File: src/sv/pid_pkg.sv
// Package: constants and types for the packed integer decoder.
package pid_pkg;

    localparam int unsigned ByteW  = 8;
    localparam int unsigned ValueW = 64;
    localparam int unsigned CountW = 4;
    localparam int unsigned SizeW  = 6;

    // Header decode
    localparam logic [ByteW-1:0] HdrTagMask  = 8'hC0;
    localparam logic [ByteW-1:0] HdrEscape   = 8'h80;
    localparam logic [ByteW-1:0] HdrSizeMask = 8'h3F;

    // Valid payload sizes in bytes
    localparam logic [SizeW-1:0] SizeOne   = 6'd1;
    localparam logic [SizeW-1:0] SizeTwo   = 6'd2;
    localparam logic [SizeW-1:0] SizeFour  = 6'd4;
    localparam logic [SizeW-1:0] SizeEight = 6'd8;

    typedef logic [ValueW-1:0] value_t;
    typedef logic [CountW-1:0] count_t;

endpackage

File: src/sv/packed_integer_decoder.sv
// Top level: streaming decoder for packed variable-length signed integers.
//
// The block takes one raw byte per item on the s_ channel and gives one
// 64-bit signed result per complete integer on the m_ channel. A header whose
// top two bits are not binary 10 is an immediate value, sign-extended from
// 8 bits. A header 10xxxxxx carries a size in its low six bits; sizes 1, 2
// and 4 (and 8 when allow_eight_byte is set) are followed by that many
// big-endian payload bytes whose value is sign-extended to 64 bits. Any other
// size yields a result with m_tuser (error) high and value zero, and the
// next byte is read as a header. Header and payload bytes give no result
// until the last payload byte arrives. Rate: one byte per clock cycle,
// sustained while the output register is free for each result; each byte
// is held in the input register, where the header decode and accumulator
// shift run, and its result is then registered in the output register.
// Bytes that give no result go on while a result waits for m_tready. The
// configuration register resets to 1 and is sampled only at header bytes.
module packed_integer_decoder
    import pid_pkg::*;
(
    input  logic              aclk,
    input  logic              aresetn,
    // input stream
    input  logic              s_tvalid,
    output logic              s_tready,
    input  logic [ByteW-1:0]  s_tdata,   // [7:0] in_byte
    // result stream
    output logic              m_tvalid,
    input  logic              m_tready,
    output logic [ValueW-1:0] m_tdata,   // [63:0] value
    output logic              m_tuser,   // [0] error
    // configuration write
    input  logic              cfg_valid,
    output logic              cfg_ready,
    input  logic              cfg_data   // allow_eight_byte
);

    // Input register
    logic             in_valid_reg;
    logic [ByteW-1:0] in_byte_reg;

    // Decoder state
    count_t bytes_left_reg, bytes_left_next;
    count_t payload_size_reg, payload_size_next;
    value_t acc_reg, acc_next;
    logic   allow_eight_reg;

    // Output register
    logic   out_valid_reg;
    value_t out_value_reg;
    logic   out_error_reg;

    // Per-byte decode results
    logic             res_valid;
    value_t           res_value;
    logic             res_error;
    logic             out_free;
    logic             advance;
    logic [SizeW-1:0] hdr_size;
    value_t           acc_shifted;

    assign cfg_ready = 1'b1;

    // The output register is free when empty or being emptied this cycle.
    assign out_free = !out_valid_reg || m_tready;
    // Process the held byte unless its result has nowhere to go.
    assign advance  = in_valid_reg && (!res_valid || out_free);
    assign s_tready = !in_valid_reg || advance;

    assign hdr_size    = in_byte_reg[SizeW-1:0] & HdrSizeMask[SizeW-1:0];
    assign acc_shifted = {acc_reg[ValueW-ByteW-1:0], in_byte_reg};

    always_comb begin
        bytes_left_next   = bytes_left_reg;
        payload_size_next = payload_size_reg;
        acc_next          = acc_reg;
        res_valid         = 1'b0;
        res_value         = '0;
        res_error         = 1'b0;
        if (bytes_left_reg == '0) begin
            if ((in_byte_reg & HdrTagMask) != HdrEscape) begin
                // Immediate: the header is the value.
                res_valid = 1'b1;
                res_value = {{(ValueW-ByteW){in_byte_reg[ByteW-1]}}, in_byte_reg};
            end else if (hdr_size inside {SizeOne, SizeTwo, SizeFour} ||
                         (hdr_size == SizeEight && allow_eight_reg)) begin
                bytes_left_next   = count_t'(hdr_size);
                payload_size_next = count_t'(hdr_size);
                acc_next          = '0;
            end else begin
                // Bad size: flag it and consume no payload.
                res_valid = 1'b1;
                res_error = 1'b1;
            end
        end else begin
            acc_next        = acc_shifted;
            bytes_left_next = bytes_left_reg - count_t'(1);
            if (bytes_left_reg == count_t'(1)) begin
                res_valid = 1'b1;
                case (payload_size_reg)
                    count_t'(SizeOne):
                        res_value = {{(ValueW-8){acc_shifted[7]}}, acc_shifted[7:0]};
                    count_t'(SizeTwo):
                        res_value = {{(ValueW-16){acc_shifted[15]}}, acc_shifted[15:0]};
                    count_t'(SizeFour):
                        res_value = {{(ValueW-32){acc_shifted[31]}}, acc_shifted[31:0]};
                    default:
                        res_value = acc_shifted;
                endcase
            end
        end
    end

    // Control registers
    always_ff @(posedge aclk) begin
        if (!aresetn) begin
            in_valid_reg     <= 1'b0;
            out_valid_reg    <= 1'b0;
            bytes_left_reg   <= '0;
            payload_size_reg <= '0;
            acc_reg          <= '0;
            allow_eight_reg  <= 1'b1;
        end else begin
            if (cfg_valid && cfg_ready) begin
                allow_eight_reg <= cfg_data;
            end
            // Load the input register, or drop it once processed.
            if (s_tvalid && s_tready) begin
                in_valid_reg <= 1'b1;
            end else if (advance) begin
                in_valid_reg <= 1'b0;
            end
            if (advance) begin
                bytes_left_reg   <= bytes_left_next;
                payload_size_reg <= payload_size_next;
                acc_reg          <= acc_next;
            end
            // Hold the result until taken.
            if (advance && res_valid) begin
                out_valid_reg <= 1'b1;
            end else if (m_tready) begin
                out_valid_reg <= 1'b0;
            end
        end
    end

    // Payload registers
    always_ff @(posedge aclk) begin
        if (s_tvalid && s_tready) begin
            in_byte_reg <= s_tdata;
        end
        if (advance && res_valid) begin
            out_value_reg <= res_value;
            out_error_reg <= res_error;
        end
    end

    assign m_tvalid = out_valid_reg;
    assign m_tdata  = out_value_reg;
    assign m_tuser  = out_error_reg;

endmodule
File: config.mk
export PLATFORM = sky130hd
export DESIGN_NAME = packed_integer_decoder
export DESIGN_NICKNAME = d
export VERILOG_FILES = /design/src/sv/pid_pkg.sv /design/src/sv/packed_integer_decoder.sv
export SDC_FILE = /design/constraint.sdc
export NUM_CORES = 1
export LEC_CHECK = 0
export ABC_AREA = 1
export BUFFER_PORTS_ARGS = -buffer_cell sky130_fd_sc_hd__buf_2
export CORE_ASPECT_RATIO = 2
export CORE_MARGIN = 2
export CORE_UTILIZATION = 40
export DETAILED_ROUTE_END_ITERATION = 12
export PLACE_DENSITY = 0.71
export SYNTH_ARGS = -nofsm -noshare
export SYNTH_HDL_FRONTEND = slang
export SYNTH_SLANG_ARGS = --single-unit
File: constraint.sdc
create_clock -name aclk -period 7 [get_ports aclk]
set_input_delay 1.4 -clock aclk [delete_from_list [all_inputs] [get_ports aclk]]
set_output_delay 1.4 -clock aclk [all_outputs]
set_load 0.01 [all_outputs]
==> results.cfg, run 1 <==
[run_status]
status = complete, no violations

[timing]
worst_pin_slew_ns = 1.19
maxSlewViolCount = 0
fin_crit_sh_pct = 66.4
period_needed_ns = 4.65
finalHoldViolCount = 0
rsz0062_at_grt = false
fin_setup_tns_ns = 0
setup_viol = 0
skew_ns = 0.00878
maxSlewHeadroom_pct = 20.8
worst_hold_slack_ns = 0.466
clock.fmax_ghz = 0.215

[clocking]
cts_root_buffer = clkbuf_16
cts_tree = yes
htree_levels = 4
holdBufCountCts = 0
cts.sink_count = 140
numCtsBuffers = 17
clk_pin_slew_ns = 0.06
clkLatencyLatePin_ns = 0.43
max-clock-path-buffers = 2
post_cts_buffers = 0
cts_resized = 0

[worst_setup_path]
cp-start-kind = flop
worstPathMaxFanout = 70
worstPathArrival_ns = 3.25
crit_path_end_kind = output pin
cp.required_ns = 5.60
r2r-start = bytes_left_reg[0]$_SDFFE_PN0P_
criticalPathCategory = reg -> out
crit_start = bytes_left_reg[0]$_SDFFE_PN0P_

[global_routing]
grt_pass1_vias = 4223
grt_use_total_pct = 16.9
antenna_found_initial = 0
grt_pass1_wl_mm = 21.5
overflow = 0
grt_max_degree = 71

[logic_synthesis]
yosysSeqAreaShare_pct = 59.6
yosysWarnings = 0
ys.flop_type = edfxtp_1
synth.top_cell.area_share_pct = 37.0
yosysUniqueCellTypes = 32
syn_area_um2 = 5930
syn_nets = 637
synthTopCellsByArea = edfxtp_1 37%, dfxtp_1 23%, nand2_1 6.6%
syn_area_per_cell_um2 = 9.55
async_reset_ff_share_pct = 0
ys_top_cells_by_count = 105 x nand2_1, 75 x a21oi_1, 73 x edfxtp_1
yosysTopAreaCell = edfxtp_1
synth_edf_count = 73
synth.most_common_cell = nand2_1
netlist_instances = 621
synth_seq_cells = 140

[power_and_ir_drop]
powerDensity_nw_per_um2 = 281
leakagePower_nw = 2.58
ir_drop_uv = 191

[route]
postRouteAntennaNets = 0
vias = 4655
firstDrtPassIters = 8
drcViolationCount = 0
avgRoutedWirePerCell_um = 15.2
dr.first_iter.drc_count = 457
finalWirelength_mm = 13.4
via_per_inst = 5.30

[flow_run]
cap_violations = 0

[placement]
placement.cell_area_um2 = 6340
place_hpwl_mm = 8.05
place_congestion = 0.823
numPortBuffers = 80

[finish]
syn_to_final_growth_pct = 17.4
nets = 686
multiInputGateArea_um2 = 2020
antennaDiodeCount = 0
seq_area_um2 = 3530
largest_register_ffs = 64
stdcell_area_um2 = 6970
final_layout_size_suffix_gt1_share_pct = 19.8
fillers = 1411

[hold_path]
hold_class = reg -> reg
worstHoldStart = acc_reg[52]$_SDFFE_PN0P_

[floorplan]
core-area_um2 = 14700
initial_core_util_pct = 40.5
die_w_um = 90.1
fp.dieH_um = 176
ios = 82
std_cell_rows = 63
die-area_um2 = 15900
[layout by cell type (no fill, tap or decap), drive strengths merged, types with 7 or more instances in the layout]
master / n
nor2: 69
edfxtp: 73
o21ai: 24
dfxtp: 67
a21oi: 75
buf: 84
nand4: 57
o31ai: 33
nand3: 19
nand2: 111
clkinv: 7
inv: 30
clkbuf: 18
[metrics by stage]
step / cells / util [%] / total power (W) / setup slack (ns)
after floorplan: 621 / - / 0.000994 / 3.61
after global placement: 846 / 43.3 / 0.00103 / 2.91
after detailed placement: 846 / 43.3 / 0.00103 / 2.81
after CTS: 878 / 47.5 / 0.00197 / 2.32
after global routing: 878 / 47.5 / 0.00201 / 2.07
final: 878 / 47.5 / 0.00196 / 2.35
[routing by layer]
metal	vias up	track usage [%]	routed length (um)
li1	2292	-	-
met1	2196	20.8	5620
met2	141	28.4	6860
met3	26	3.93	604
met4	0	7.37	284
met5	-	0	0
[kinds of logic (layout without fill, tap and decap cells)]
group	count (synthesis)	in the layout	share of synthesized area, %
other	1	1	0.0632
adders and majority gates	2	2	0.422
DFF	140	140	59.6
buffers and inverters	83	145	6.52
and+or+nand+nor	258	258	20.0
xor gates and xnor gates	2	2	0.295
AOI/OAI and AO/OA	135	135	13.2
[where the power goes]
part           total (W)  switching (W)  leakage [nW]  internal (W)
logic           0.000102      0.0000712          1.04     0.0000304
clock network   0.000942       0.000346         0.298      0.000596
registers       0.000912      0.0000154          1.24      0.000897
total            0.00196       0.000432          2.58       0.00152
[critical path, cell delays in order, from the launching register on]
cell      delay [ns]
dfxtp_1         0.34
inv_1           0.09
ha_1            0.27
nand2_4         0.56
nand2_2         0.69
nand2_1         0.28
clkinv_2        0.16
nand2_4         0.11
nand3_1         0.10
buf_2           0.22
[final timing paths]
path / end / slack, ns / cells past startpoint
worst max-delay path: s_tready / 2.35 / 9
worst min-delay path: acc_reg[52]$_SDFFE_PN0P_ / 0.47 / 2
worst max register to register: payload_size_reg[0]$_SDFFE_PN0P_ / 3.04 / 12
worst min register to register: acc_reg[52]$_SDFFE_PN0P_ / 0.47 / 2
[layout make-up]
type | count | area share [%]
well taps | 195 | 3.50
clock buffers | 18 | 6.16
multi-input cells | 398 | 29.0
flip-flops and latches | 140 | 50.7
inverters | 29 | 1.62
clock inverters | 14 | 2.77
repair buffers | 84 | 6.18
(Power assumes the default switching activity.)
==> run 2, diff against run 1 <==
clock period = 4.86 ns   (was 7 ns; I/O delays follow)
==> run 2 against run 1 <==
- sequential cell count is the same
- critical path type is now reg -> reg
- register-to-register slack lost 1.6 ns
- worst hold slack gained 0.0057 ns
- clock skew shrank 0.0017 ns
==> results.cfg, run 2 (synthesized netlist as in run 1, its figures left out) <==
[run_status]
status = complete, no violations

[power_and_ir_drop]
seq_power_share_pct = 47.0
ir_drop_uv = 286
pwr-share-comb_pct = 5.4
switchingPower_w = 0.000613
leakagePower_nw = 2.59
switching_share_pct = 22.0
powerDensity_nw_per_um2 = 399
intPower_w = 0.00218
clockPowerShare_pct = 47.6

[clocking]
htree_levels = 4
holdBufCountCts = 0
cts.sink_count = 140
post_cts_buffers = 0
clk_pin_slew_ns = 0.06
cts_resized = 0
cts_root_buffer = clkbuf_16
max-clock-path-buffers = 2
cts_tree = yes
clkLatencyLatePin_ns = 0.42
numCtsBuffers = 17

[worst_setup_path]
crit_path_end_kind = flop
r2r_cells = 12
cp.required_ns = 4.96
worstPathArrival_ns = 3.56
max_stage_delay_ns = 0.65
worstPathMaxFanout = 70
cp-start-kind = flop
cp_slowest_cell = inv_2
crit_chain = inv_1 -> ha_1 -> nand2_4 -> inv_4 -> o21ai_2 -> nand2_1 -> clkinv_2 -> nand2_4 -> a21boi_0 -> nand2_1 -> inv_2 -> buf_4
criticalPathCategory = reg -> reg

[placement]
place_ws_ns = 1.41
place_hpwl_mm = 8.34
numPortBuffers = 80
place_congestion = 0.781

[floorplan]
fp.dieH_um = 176
die-area_um2 = 15900
ios = 82
core-area_um2 = 14700
die_w_um = 90.1
std_cell_rows = 63
initial_core_util_pct = 40.5

[timing]
period_needed_ns = 3.46
fin_setup_tns_ns = 0
setup_slack_ns = 1.40
finalHoldViolCount = 0
rsz0062_at_grt = false
maxSlewViolCount = 0
skew_ns = 0.00711
clock.fmax_ghz = 0.289
fin_crit_sh_pct = 71.2
maxSlewHeadroom_pct = 29.1
setup_viol = 0
worst_pin_slew_ns = 1.06

[route]
finalWirelength_mm = 13.5
vias = 4716
dr.first_iter.drc_count = 464
via_per_inst = 5.35
avgRoutedWirePerCell_um = 15.4
drcViolationCount = 0
postRouteAntennaNets = 0
firstDrtPassIters = 5

[global_routing]
grt_use_total_pct = 17.1
grt_pass1_vias = 4362
grt_pass1_wl_mm = 21.6
grt_max_degree = 71
overflow = 0
antenna_found_initial = 0

[hold_path]
hold_class = reg -> reg
hold_depth = 2

[finish]
mostFrequentLayoutCells = 105 x nand2_1, 80 x buf_2, 75 x a21oi_1
nets = 689
fillers = 1418
mostFrequentLayoutCell = nand2_1
antennaDiodeCount = 0
fin_util_pct = 47.6
multiInputGateArea_um2 = 2020
seq_area_um2 = 3530
syn_to_final_growth_pct = 17.7
final_layout_size_suffix_gt1_share_pct = 20.1
largest_register_ffs = 64

[flow_run]
cap_violations = 0
[run 2: changes by cell type in the layout (fill, tap and decap cells not counted)]
| cell | previous run | this run |
|---|---|---|
| clkinv_2 | 3 | 2 |
| clkbuf_8 | 0 | 4 |
| clkinvlp_4 | 2 | 4 |
| clkbuf_16 | 17 | 18 |
| bufinv_16 | 4 | 2 |
| inv_6 | 2 | 1 |
| clkinv_4 | 3 | 0 |
| buf_4 | 4 | 7 |
[run 2: cell type report]
class,count,area share (%)
Multi-Input combinational cell,398,29.0
Sequential cell,140,50.6
Tap cell,195,3.49
Timing Repair Buffer,87,6.49
Inverter,29,1.61
Clock buffer,23,7.29
Clock inverter,9,1.54
[run 2: worst paths after layout]
kind / slack [ns] / startpoint / to
worst max register to register: 1.40 / bytes_left_reg[0]$_SDFFE_PN0P_ / m_tdata[43]$_DFFE_PP_
worst max-delay path: 1.40 / bytes_left_reg[0]$_SDFFE_PN0P_ / m_tdata[43]$_DFFE_PP_
worst min register to register: 0.47 / acc_reg[48]$_SDFFE_PN0P_ / acc_reg[48]$_SDFFE_PN0P_
worst min-delay path: 0.47 / acc_reg[48]$_SDFFE_PN0P_ / acc_reg[48]$_SDFFE_PN0P_
[run 2: per-layer routing]
layer / vias to the layer above / track usage [%] / share of wire [%]
met2: 155 / 27.9 / 49
met4: 0 / 6.99 / 2.1
met3: 25 / 4.18 / 5.0
met5: - / 0 / 0
met1: 2248 / 21.7 / 43
li1: 2288 / - / -
[run 2: worst max-delay path, delay by kind of cell (launching register included)]
| kind | cells | cell delay, ns |
|---|---|---|
| adders and majority gates | 1 | 0.25 |
| DFF | 1 | 0.34 |
| buffers and inverters | 5 | 1.38 |
| and+or+nand+nor | 4 | 0.82 |
| AOI/OAI and AO/OA | 2 | 0.28 |
[run 2: power groups by stage]
| stage | Sequential (W) | Clock [W] | Combinational, W |
|---|---|---|---|
| 2_1_floorplan | 0.00135 | 0 | 0.0000845 |
| 3_3_place_gp | 0.00134 | 0 | 0.000148 |
| 3_5_place_dp | 0.00134 | 0 | 0.000151 |
| 4_1_cts | 0.00131 | 0.00134 | 0.000151 |
| 5_1_grt | 0.00132 | 0.00139 | 0.000166 |
| 6_report | 0.00131 | 0.00133 | 0.000151 |
[run 2: per-stage QoR]
| stage | power [W] | std cells | instance area (um2) | hold slack [ns] |
|---|---|---|---|---|
| after floorplan | 0.00143 | 621 | 5930 | 0.440 |
| after global placement | 0.00149 | 849 | 6370 | 0.453 |
| after detailed placement | 0.00149 | 849 | 6370 | 0.458 |
| after CTS | 0.00280 | 881 | 6980 | 0.467 |
| after global routing | 0.00287 | 881 | 6980 | 0.493 |
| final | 0.00279 | 881 | 6980 | 0.471 |
